`config.mk`:
```
export PLATFORM = sky130hd
export DESIGN_NAME = gb5s_ram
export DESIGN_NICKNAME = d
export VERILOG_FILES = /design/src/design/gaussian_blur_5x5_separable_core_macros.svh /design/src/design/gb5s_ram.sv
export SDC_FILE = /design/constraint.sdc
export NUM_CORES = 1
export LEC_CHECK = 0
export ABC_AREA = 1
export BUFFER_PORTS_ARGS = -buffer_cell sky130_fd_sc_hd__buf_2
export CORE_ASPECT_RATIO = 1.75
export CORE_MARGIN = 3
export CORE_UTILIZATION = 30
export DETAILED_ROUTE_END_ITERATION = 10
export PLACE_DENSITY = 0.48
export REMOVE_ABC_BUFFERS = 1
export SLEW_MARGIN = 10
export SYNTH_ARGS = -nofsm -noshare
export SYNTH_HDL_FRONTEND = slang
export SYNTH_SLANG_ARGS = --single-unit
```
`constraint.sdc`:
```
create_clock -name clk -period 3.2 [get_ports clk]
set_input_delay 0.64 -clock clk [delete_from_list [all_inputs] [get_ports clk]]
set_output_delay 0.64 -clock clk [all_outputs]
set_load 0.05 [all_outputs]
```
`src/design/gaussian_blur_5x5_separable_core_macros.svh`:
```
// assertion macros for the separable 5x5 blur core
// used by the top level; expects clk and arst_n in scope
`ifndef GAUSSIAN_BLUR_5X5_SEPARABLE_CORE_MACROS_SVH
`define GAUSSIAN_BLUR_5X5_SEPARABLE_CORE_MACROS_SVH
`ifndef ASSERT_OFF
`define GB5S_ASSERT_IMPL(lbl, ante, cons, msg) \
	lbl: assert property (@(posedge clk) disable iff (!arst_n) (ante) |-> (cons)) else $error(msg);
`define GB5S_ASSERT_NEXT(lbl, ante, cons, msg) \
	lbl: assert property (@(posedge clk) disable iff (!arst_n) (ante) |=> (cons)) else $error(msg);
`else
`define GB5S_ASSERT_IMPL(lbl, ante, cons, msg)
`define GB5S_ASSERT_NEXT(lbl, ante, cons, msg)
`endif
`endif

```
`src/design/gb5s_ram.sv`:
```
// generic single-port ram with registered read
// no dependencies
`timescale 1ns / 1ps
module gb5s_ram #(
	parameter int WIDTH = 8,
	parameter int DEPTH = 16
) (
	input  logic                     clk,
	input  logic                     we,
	input  logic                     re,
	input  logic [$clog2(DEPTH)-1:0] addr,
	input  logic [WIDTH-1:0]         wdata,
	output logic [WIDTH-1:0]         rdata
);
	logic [WIDTH-1:0] mem [DEPTH];

	always_ff @(posedge clk) begin
		if (we) begin
			mem[addr] <= wdata;
		end
		if (re) begin
			rdata <= mem[addr];
		end
	end
endmodule

```
Word-level counts from Yosys, hierarchy flattened. Memory sizes are Yosys's and may differ from the RTL's. A register that Yosys moved wholly into a read port is not among the register bits. Index checks and enable logic that the tools add are counted.

Flip-flop bits (word level): 0. Memory bits (writable): 128. Logic and storage cells: 3. Memories kept: 1.

Multiplexer cells: 2.

Memories: mem (depth 16, width 8, read ports 1, clocked after memory_dff 1, write ports 1, RTL line gb5s_ram.sv:15) `logic [WIDTH-1:0] mem [DEPTH];`.

Operator list (count): 1-bit two-way mux (2).

Logic depth before layout (Yosys ltp).
Depth in word-level cells: 2. Mapped depth: 11. Depth with buffers taken out: 9.

Worst setup path after synthesis. Ideal clock, no wire load.

Kind: input to register. Start: input addr[1]. End: memory mem[3][0] (enable). Setup time: 0.370 ns. Arrival: 1.647 ns. Data required time: 2.830 ns. Slack: 1.183 ns. Cell stages on the path: 4. Cells stage by stage: buf_2 -> clkbuf_1 -> nand3_1 -> nor2_1.

RTL lines: start: declaration (RTL line gb5s_ram.sv:11) `input logic [$clog2(DEPTH)-1:0] addr,`; end: declaration (RTL line gb5s_ram.sv:15).

Straight into the memory's write port.

Worst setup path in the final report.
Start: input addr[0]. End: memory mem[15][7] (enable).

Straight into the memory's write port.

==> impl_summary.md <==
Logic synthesis
Sequential elements use 72.0% of the synthesized area. Yosys mapped a number of flops with a built-in enable equal to 136. A synthesized cell averages 10.4 µm². The largest total area in the synthesized netlist belongs to edfxtp_1. The leading register cell type out of synthesis is edfxtp_1.

The share of synthesized area in the top cell type comes to 72.0%. By area the synthesized netlist is led by edfxtp_1 72%, nand2_1 23%, inv_1 1.4%. Summing every instance area after synthesis gives 5670 µm². Synthesis produced 548 cells.

After synthesis, the most frequently instantiated cells are 346 x nand2_1, 136 x edfxtp_1, 21 x inv_1. The most frequently used cell type in the post-synthesis netlist is nand2_1. The synthesized design contains 136 register bits. For this run, the number of Yosys warnings is 0. The number of distinct library cells after synthesis is 10. The share of synthesized registers carrying an async set or reset is 0%.

Critical path
The signal on the critical path passes through buf_2 > buf_4 > nand3_1 > nor2_1. The worst register-to-register path begins at mem[6][7]. The depth of the critical timing path with buffers and inverters included is 4. The kind of cell with the highest combined delay along the critical path is simple AND/OR/NAND/NOR gates. The slowest stage of the critical path belongs to the cell nor2_1. The capturing point of the worst reg2reg path is rdata[7]. The critical path in this run is classified as in2reg. The length in cells of the worst reg-to-reg path is 8. The critical path endpoint is mem[15][7].

The worst setup path is captured at a flip-flop. The startpoint of the most critical setup path is addr[0]. The buffers plus inverters on the worst setup path is 2.

Setup slack on the worst reg-to-reg path comes out at 2.04 ns. The biggest fanout along the worst timing path is 22. The largest single stage delay on the critical path is 0.75 ns.

STA classifies the critical path startpoint as an input port. Data arrives at the worst endpoint at 2.22 ns. The required time of the critical path is 3.24 ns.

Clocking
The post-cts repair resize count is 0. Clock-pin slew was measured on the worst setup and hold paths at 0.06 ns. For this design, the CTS-stage hold fixing added 0 buffers.

The clock tree root buffer cell is clkbuf_16. The clock network latency to the later pin of the worst-skew pair is 0.42 ns. The number of H-tree levels is 4. The total setup buffers inserted after CTS is 0. The number of buffers inserted during clock tree synthesis is 17. Counting along the longest clock path gives a buffer depth of 2. TritonCTS built the clock tree.

The total clock sinks is 136.

Route
The number of iterations in the first detailed-routing pass is 4. For this block, the routed nets add up to 14.0 mm of wire. The final route contains 3672 vias.

The detail route stage leaves a number of antenna-violating nets equal to 0. After the first detailed-routing iteration, the DRC count stood at 197. For this run, design rule violations remaining after detail routing come to 0.

The per-cell via count in the routed design is 4.45. The average wire length per cell after detail routing is 17.0 µm.

Final layout
The area overhead of the layout relative to synthesis is 17.5%. The post-route netlist has 10.8% of its cells at a drive strength greater than 1. Measured on the finished design, the core utilization comes to 36.4%. The net count of the finished layout is 593. The number of antenna diodes in the final layout is 0. The number of cells in the finished layout apart from fillers is 825.

Place
During placement, the flow inserted port buffers numbering 22. The half-perimeter wire length of the detailed placement result is 9.45 mm. The instance count after placement with tap cells included is 793. The congestion estimate from routability-driven global placement came to 0.845.

STA
Clock skew on the completed layout was measured at 0.00603 ns. The final hold violation count is 0. The final max-slew violation count is 0.

Setup violations remaining at the end of the flow were counted as 0. The achievable clock frequency is 460 MHz. The setup total negative slack is 0 ns. Dividing the final minimum period by the clock period gives 68.0%.

The measured slew at the worst slew-check pin is 0.889 ns. The minimum clock period after layout is 2.18 ns. Setup repair after global routing left no endpoint under its margin. The normalized max-slew margin is 40.5%.

Global routing
The number of global-route vias before repair is 3782. The first-pass GRT wire length is 21.5 mm. The remaining global-route overflow is 0. The pin count of the biggest net entering global routing is 64. The number of antenna violations at the first check in global routing is 0.

Global routing used 14.5% of the available tracks.

Die
The number of placement rows is 65. The floorplan step defined a die boundary enclosing 20700 µm². The floorplan step set the die height to 188 µm. The horizontal die dimension is 110 µm.

The initial core utilization is 31.0%. The placeable core region is 18300 µm². 23 I/O pins were placed.

Pwr
VDD sags by at most 0.358 mV. The areal power density over the cells is 650 nW/µm². The leakage component of the power is 2.79 nW.

Run status
The flow ran to the end, and the final reports show no timing, DRC or antenna violations.

Min path
The classification of the worst-slack hold path is in2reg.

Job
The reported max-cap violation count is 0.
worst min path at each step:
| stage | from | to | slack, ns | depth (start not counted) |
|---|---|---|---|---|
| floorplan | mem[0][0] | rdata[0] | 0.72 | 8 |
| global placement | mem[3][2] | rdata[2] | 0.79 | 8 |
| detailed placement | mem[5][5] | rdata[5] | 0.79 | 8 |
| CTS | re | rdata[0] | 0.54 | 1 |
| global route | re | rdata[1] | 0.57 | 1 |
| finish | re | rdata[1] | 0.55 | 1 |
placed cells by master (no fill, tap or decap):
cell type / instances
clkbuf_16: 17
bufinv_16: 4
clkbuf_1: 1
nand3_1: 4
clkinv_4: 5
buf_2: 22
inv_6: 1
nand2_1: 346
clkinv_2: 1
clkinv_1: 1
buf_4: 10
nor2_1: 18
inv_1: 21
clkinvlp_4: 3
inv_2: 1
edfxtp_1: 136
metal layers:
metal	global-route usage (%)	up-vias	part of all wire [%]
li1	-	1820	-
met1	15.8	1771	39
met2	26.6	62	56
met3	2.72	19	2.5
met4	6.10	0	2.1
met5	0	-	0
worst register-to-register path: stages (launching register included):
cell and delay (ns):
edfxtp_1 0.36, nand2_1 0.07, nand2_1 0.08, nand2_1 0.07, nand2_1 0.09, nand2_1 0.10, nand2_1 0.06, inv_1 0.05
nand2_1 0.04
metrics by stage:
stage	total power, mW	worst slack, ns	hold slack (ns)	cell area (µm²)
3_5_place_dp	2.33	0.532	0.788	6030
4_1_cts	4.38	0.982	0.541	6660
3_3_place_gp	2.33	0.600	0.786	6030
6_report	4.33	1.02	0.554	6660
2_1_floorplan	2.20	0.995	0.718	5560
5_1_grt	4.48	0.942	0.569	6660
registers in the layout, summed over array words and instances, names as in the netlist:
| register | count |
|---|---|
| mem | 128 |
| rdata | 8 |
area by class of cell:
cell class                 count  area (µm²)
inverter                      23        86.3
sequential                   136        4080
clock inverter                14         200
fill                        1811       11600
timing repair buffer          32         185
clock buffer                  18         429
multi-input combinational    368        1390
tap                          234         293
logic make-up (layout without fill, tap and decap cells):
logic type | Yosys count | after routing | synth area share [%]
DFF | 136 | 136 | 72.0
buffers and inverters | 44 | 87 | 3.57
and+or+nand+nor | 368 | 368 | 24.4
report_power, final:
group / switching (mW) / internal [mW]
clock: 0.738 / 1.31
combinational: 0.208 / 0.0616
sequential: 0.00982 / 2.01
total: 0.956 / 3.38
(Power assumes the default switching activity.)
