File: config.mk
export PLATFORM = sky130hd
export DESIGN_NAME = gb5s_mac
export DESIGN_NICKNAME = d
export VERILOG_FILES = /design/src/design/gaussian_blur_5x5_separable_core_macros.svh /design/src/design/gb5s_pkg.sv /design/src/design/gb5s_mac.sv
export SDC_FILE = /design/constraint.sdc
export NUM_CORES = 1
export LEC_CHECK = 0
export BUFFER_PORTS_ARGS = -buffer_cell sky130_fd_sc_hd__buf_2
export CAP_MARGIN = 20
export CORE_MARGIN = 2
export CORE_UTILIZATION = 57
export CTS_CLUSTER_SIZE = 12
export DETAILED_ROUTE_END_ITERATION = 10
export PLACE_DENSITY_LB_ADDON = 0.12
export SKIP_CTS_REPAIR_TIMING = 1
export SLEW_MARGIN = 10
export SYNTH_ARGS = -nofsm -noshare
export SYNTH_HDL_FRONTEND = slang
export SYNTH_SLANG_ARGS = --single-unit
File: constraint.sdc
create_clock -name clk -period 8.2 [get_ports clk]
set_input_delay 0.41 -clock clk [delete_from_list [all_inputs] [get_ports clk]]
set_output_delay 0.41 -clock clk [all_outputs]
set_load 0.03 [all_outputs]
File: src/design/gaussian_blur_5x5_separable_core_macros.svh
// assertion macros for the separable 5x5 blur core
// used by the top level; expects clk and arst_n in scope
`ifndef GAUSSIAN_BLUR_5X5_SEPARABLE_CORE_MACROS_SVH
`define GAUSSIAN_BLUR_5X5_SEPARABLE_CORE_MACROS_SVH
`ifndef ASSERT_OFF
`define GB5S_ASSERT_IMPL(lbl, ante, cons, msg) \
	lbl: assert property (@(posedge clk) disable iff (!arst_n) (ante) |-> (cons)) else $error(msg);
`define GB5S_ASSERT_NEXT(lbl, ante, cons, msg) \
	lbl: assert property (@(posedge clk) disable iff (!arst_n) (ante) |=> (cons)) else $error(msg);
`else
`define GB5S_ASSERT_IMPL(lbl, ante, cons, msg)
`define GB5S_ASSERT_NEXT(lbl, ante, cons, msg)
`endif
`endif

File: src/design/gb5s_pkg.sv
// shared constants, beat types and multiply-accumulate command for the blur core
// no dependencies
`timescale 1ns / 1ps
package gb5s_pkg;
	localparam int MAX_WIDTH     = 2048;
	localparam int TAP_FRAC_BITS = 16;
	localparam int PIX_W   = 8;
	localparam int COL_W   = 11;
	localparam int ROW_W   = 12;
	localparam int TAP_W   = 16;
	localparam int HSUM_W  = 27;
	localparam int PROD_W  = TAP_W + HSUM_W;
	localparam int ACC_W   = PROD_W + 3;
	localparam int LINES   = 4;
	localparam int RAM_DEPTH = LINES * MAX_WIDTH;
	localparam int ADDR_W  = $clog2(RAM_DEPTH);
	localparam int IDX_W   = 3;

	localparam logic [IDX_W-1:0] REG_WIDTH  = 3'd0;
	localparam logic [IDX_W-1:0] REG_HEIGHT = 3'd1;
	localparam logic [IDX_W-1:0] REG_TAP_M2 = 3'd2;
	localparam logic [IDX_W-1:0] REG_TAP_M1 = 3'd3;
	localparam logic [IDX_W-1:0] REG_TAP_C  = 3'd4;
	localparam logic [IDX_W-1:0] REG_TAP_P1 = 3'd5;
	localparam logic [IDX_W-1:0] REG_TAP_P2 = 3'd6;

	localparam logic REQ_PIXEL = 1'b0;
	localparam logic REQ_DRAIN = 1'b1;

	typedef struct packed {
		logic             req_type;
		logic [PIX_W-1:0] pixel_in;
	} req_t;

	typedef struct packed {
		logic [PIX_W-1:0] pixel_out;
		logic [ROW_W-1:0] out_row;
		logic [COL_W-1:0] out_col;
		logic             last_of_item;
		logic             frame_done;
	} res_t;

	typedef struct packed {
		logic              issue;
		logic              clear;
		logic              use_ram;
		logic [TAP_W-1:0]  tap;
		logic [HSUM_W-1:0] imm;
	} mac_cmd_t;
endpackage

File: src/design/gb5s_mac.sv
// shared multiply-accumulate pipeline for both filter passes
// depends on gb5s_pkg; operand comes from the command or from ram read data
`timescale 1ns / 1ps
module gb5s_mac import gb5s_pkg::*; (
	input  logic              clk,
	input  logic              arst_n,
	input  mac_cmd_t          cmd,
	input  logic [HSUM_W-1:0] rdata,
	output logic [ACC_W-1:0]  acc,
	output logic              busy
);
	logic              v_s1, v_s2;
	logic              use_ram_s1;
	logic [TAP_W-1:0]  tap_s1;
	logic [HSUM_W-1:0] imm_s1;
	logic [PROD_W-1:0] prod_s2;
	logic [ACC_W-1:0]  acc_q;
	logic [HSUM_W-1:0] operand;

	assign operand = use_ram_s1 ? rdata : imm_s1;
	assign acc     = acc_q;
	assign busy    = v_s1 | v_s2;

	always_ff @(posedge clk or negedge arst_n) begin
		if (!arst_n) begin
			v_s1 <= 1'b0;
			v_s2 <= 1'b0;
		end else begin
			v_s1 <= cmd.issue;
			v_s2 <= v_s1;
		end
	end

	always_ff @(posedge clk) begin
		use_ram_s1 <= cmd.use_ram;
		tap_s1     <= cmd.tap;
		imm_s1     <= cmd.imm;
		prod_s2    <= PROD_W'(tap_s1) * PROD_W'(operand);
		if (cmd.clear) begin
			acc_q <= '0;
		end else if (v_s2) begin
			acc_q <= acc_q + ACC_W'(prod_s2);
		end
	end
endmodule

# Word-level counts from Yosys, hierarchy flattened
# Index checks and enable logic that the tools add are counted.
# Widths: inputs -> output; s select.
dict set report totals {
  register_bits 135
  input_bits 75
  output_inout_bits 47
  word_cells 11
}
dict set report op_classes {
  add_sub_neg 1
  multipliers 1
  mux 1
  n_bitwise 1
}
# operator count
set ops {}
lappend ops {{$add 46x43->46} 1}
lappend ops {{$mul 16x27->43} 1}
lappend ops {{$mux 27} 1}
lappend ops {{$or 1x1->1} 1}

# Depth between registers and ports, before layout
dict set report logic_depth {
  ltp_word 2
  ltp_mapped 28
  ltp_nobuf 24
}

# Least setup slack after synthesis
# No wires, ideal clock.
dict set report synth_timing {
  path_kind {register -> register}
  from {register use_ram_s1}
  to {register prod_s2[42]}
  setup_time_ps 120
  arrival_time_ps 7044
  required_ps 8080
  path_slack_ps 1037
  path_stages_with_launch 27
  n_path_buf 4
  synth_period_minus_slack_ps 7163
  path_cell_list {dfxtp_1 > clkbuf_1 > buf_1 > mux2_2 > clkbuf_1 > and2_1 > fa_1 > inv_1 > fa_1 > fa_1 > fa_1 > inv_1 > fa_1 > inv_1 > fa_1 > inv_1 > ha_1 > buf_2 > a21o_1 > a2111o_1 > a21oi_2 > a21oi_1 > or2_1 > a311o_1 > a221oi_4 > o21ai_2 > a211o_1}
}
dict set report synth_via {
  elab_chain_cells 2
}
# element line_no
set synth_lines {}
lappend synth_lines {{start: declaration} gb5s_mac.sv:13} ;# logic use_ram_s1;
lappend synth_lines {{start signal: assignment} gb5s_mac.sv:35} ;# use_ram_s1 <= cmd.use_ram;
lappend synth_lines {{$mux 27} gb5s_mac.sv:20} ;# assign operand = use_ram_s1 ? rdata : imm_s1;
lappend synth_lines {{$mul 16x27->43} gb5s_mac.sv:38} ;# prod_s2 <= PROD_W'(tap_s1) * PROD_W'(operand);
lappend synth_lines {{end signal: assignment} gb5s_mac.sv:38}
lappend synth_lines {{end: declaration} gb5s_mac.sv:16} ;# logic [PROD_W-1:0] prod_s2;
# No other way between the ends.
# A chain may end at the register's enable or synchronous reset.

# Worst setup path after layout
# Same ends and word-level chain as after synthesis.

==> metrics.csv <==
stage,metric,value,unit
floorplan,IO Pins,122,
setup_path,Critical Path Most Common Cell,fa_1,
logic_synthesis,share of the synthesized area in the top cell type,35.1,%
finish,number of diodes,0,
detailed_routing,DRT Pass-1 Iters,5,
timing,period utilization,88.8,%
setup_path,Worst Setup End Kind,flip-flop,
detailed_routing,DRC viols,0,
detailed_routing,vias per inst,5.52,
timing,worst relative slew slack,28.7,%
setup_path,critical-path maximum fanout,27,
setup_path,"Cell Chain, Critical Path",buf_4 > mux2_2 > and2_1 > fa_1 > inv_1 > fa_1 > fa_1 > inv_1 > fa_1 > fa_1 > inv_1 > fa_1 > inv_1 > ha_1 > a21oi_1 > o21ai_1 > a211o_1 > or2_1 > a311o_1 > a221oi_4 > o21ai_2 > a211o_1,
clock_tree,Bufs on Longest Clock Path,2,
grt,GRT Overall Usage,28.8,%
clock_tree,CTS sink count,135,
clock_tree,CTS Root Cell,clkbuf_16,
floorplan,Die W,191,um
clock_tree,total CTS buffers,17,
run_status,status,"finished, final reports clean",
place,HPWL Detailed,39500,um
clock_tree,CTS tree,yes,
logic_synthesis,synth top area cells,"fa_1 (35%), dfxtp_1 (13%), ha_1 (9.9%), inv_1 (7.5%), and2_1 (5.9%)",
job,Max-cap violations,0,
finish,synth-to-layout area growth,7.90,%
grt,vias in the first global route,15700,
detailed_routing,final wirelength,49900,um
logic_synthesis,"Avg Cell Area, Syn",8.93,um^2
timing,Setup Viol. Count Final,0,
setup_path,slowest CP cell,mux2_2,
grt,first-pass GRT wire length,81800,um
finish,Fillers,3036,
floorplan,Die Y-Extent,191,um
timing,fin crit period,7.28,ns
setup_path,critical path launch point type,flip-flop,
timing,"Slew Viols, Final",0,
timing,Setup TNS,0,ns
clock_tree,clock slew at reported path FFs,0.08,ns
worst_hold_path,Worst Hold Class,in2reg,
timing,unrepaired setup endpoints after global routing,false,
timing,top achievable clock speed,0.137,GHz
logic_synthesis,Synth Warn #,0,
setup_path,Critical Path RT,8.54,ns
grt,GRT Residual Overflow,0,
grt,GRT busiest layer,met2,
finish,number of nets in the layout,2868,
clock_tree,clk_lat worst skew,0.46,ns
detailed_routing,initial DRC count,904,
floorplan,Core Area,0.0345,mm^2
logic_synthesis,cell taking the most area after synthesis,fa_1,
place,Placer Congestion,0.930,
timing,Hold Fails Final Rpt,0,
grt,Global Route met2 Usage,45.2,%
detailed_routing,ANT nets after route,0,
setup_path,WP data arrival,7.62,ns
grt,GRT met1 Usage,41.4,%
logic_synthesis,Synthesized Nets,2811,
place,I/O Buffers,121,
logic_synthesis,Async SR Flop Fraction,1.48,%
setup_path,kind of critical path,reg2reg,
setup_path,largest stage delay on the critical path,0.53,ns
finish,share of cells above drive strength 1,9.48,%
finish,FF+latch area,0.00271,mm^2
detailed_routing,Vias,15200,
logic_synthesis,cell area after synthesis,0.0199,mm^2
logic_synthesis,cells after synthesis,2229,
timing,clock skew,0.0158,ns
floorplan,cell row count,68,
grt,initial antenna violation count,0,
floorplan,die area,0.0365,mm^2
grt,GR Util met3,5.40,%
logic_synthesis,most frequent cells after synthesis,"inv_1 (396), fa_1 (349), nand2_1 (314), and2_1 (189), ha_1 (158)",
timing,Slew @ Worst Pin,1.07,ns
logic_synthesis,Post-synth EDFFs,0,
grt,pin count of the biggest net entering global routing,55,
logic_synthesis,Synth Register Bits,135,
logic_synthesis,most numerous cell in the Yosys netlist,inv_1,
finish,Multi-input gate area,0.0153,mm^2
floorplan,Starting Density,57.8,%
logic_synthesis,ys flop type,dfxtp_1,
detailed_routing,drt wl/cell,18.1,um
logic_synthesis,sequential area share after synthesis,13.6,%
clock_tree,H-Tree Depth,4,
logic_synthesis,"Distinct cells, synth",69,
## final timing paths
kind                             from     endpoint  slack (ns)  cells after the start
max in group asynchronous      arst_n         v_s2        7.81                      2
max                        use_ram_s1  prod_s2[42]        0.92                     22
min                           cmd[36]    tap_s1[9]        0.05                      1
max reg2reg                use_ram_s1  prod_s2[42]        0.92                     22
min reg2reg                      v_s1         v_s2        0.38                      0
min in group asynchronous      arst_n         v_s1        0.28                      2
## cell usage in the layout (no fill, tap or decap), drive strengths merged, types with 4 or more instances in the layout
cell and count:
nand2 314, o22ai 5, o311ai 4, dfxtp 133
nand3 23, a211o 4, xnor2 45, nor3b 9
nor2 69, clkbuf 18, nor3 14, and2 189
nor2b 5, a211oi 13, o211ai 11, o21ai 48
mux2i 27, and3 6, o221ai 4, mux2 28
a21o 43, inv 401, a31oi 8, o21bai 10
or2 4, clkinvlp 5, o21a 10, o31ai 4
nand4 20, ha 158, a21oi 85, xor2 24
a21boi 5, fa 349, nand2b 11, buf 143
## worst max-delay path: cells and delay by family (launching register included)
kind                       cells  cell delay, ns
and+or+nand+nor                2            0.50
buffers and inverters          5            0.57
muxes                          1            0.53
AOI/OAI and AO/OA              7            1.87
DFF                            1            0.31
adders and majority gates      7            3.33
## sequential cells by signal, summed over array words and instances (netlist names)
| name | flops |
|---|---|
| acc | 46 |
| imm_s1 | 27 |
| prod_s2 | 43 |
| tap_s1 | 16 |
| use_ram_s1 | 1 |
| v_s1 | 1 |
| v_s2 | 1 |
## through the flow
step / cells / util (%) / cell area [um^2] / setup slack, ns / hold WS, ns
2_1_floorplan: 2229 / - / 19900 / 1.04 / 0.114
3_3_place_gp: 2720 / 60.5 / 20900 / 1.09 / 0.193
3_5_place_dp: 2720 / 60.5 / 20900 / 0.943 / 0.200
4_1_cts: 2752 / 62.3 / 21500 / 0.943 / -0.285
5_1_grt: 2754 / 62.4 / 21500 / 0.591 / 0.0325
6_report: 2754 / 62.4 / 21500 / 0.920 / 0.0472
## logic make-up after synthesis
family | count (synthesis) | synth area share (%)
buffers and inverters | 502 | 9.47
DFF | 135 | 13.6
xor gates and xnor gates | 69 | 3.03
AOI/OAI and AO/OA | 281 | 9.41
and+or+nand+nor | 680 | 16.5
adders and majority gates | 507 | 45.0
muxes | 55 | 2.94
## per-layer routing
| metal | up-vias | routed length [um] |
|---|---|---|
| met1 | 7501 | 22700 |
| met2 | 554 | 22500 |
| met3 | 68 | 3820 |
| li1 | 7074 | - |
| met4 | 0 | 923 |
| met5 | - | 0 |
## area by class of cell
class                      count  share of cell area (%)
multi-input combinational   1592                    71.3
inverter                     396                    6.92
sequential                   135                    12.6
tap                          455                    2.65
timing repair buffer         144                    3.73
clock buffer                  18                    2.04
clock inverter                14                   0.751
Power is not shown: default switching activity piles up to over one toggle a cycle in this logic, so the estimate is an artifact.
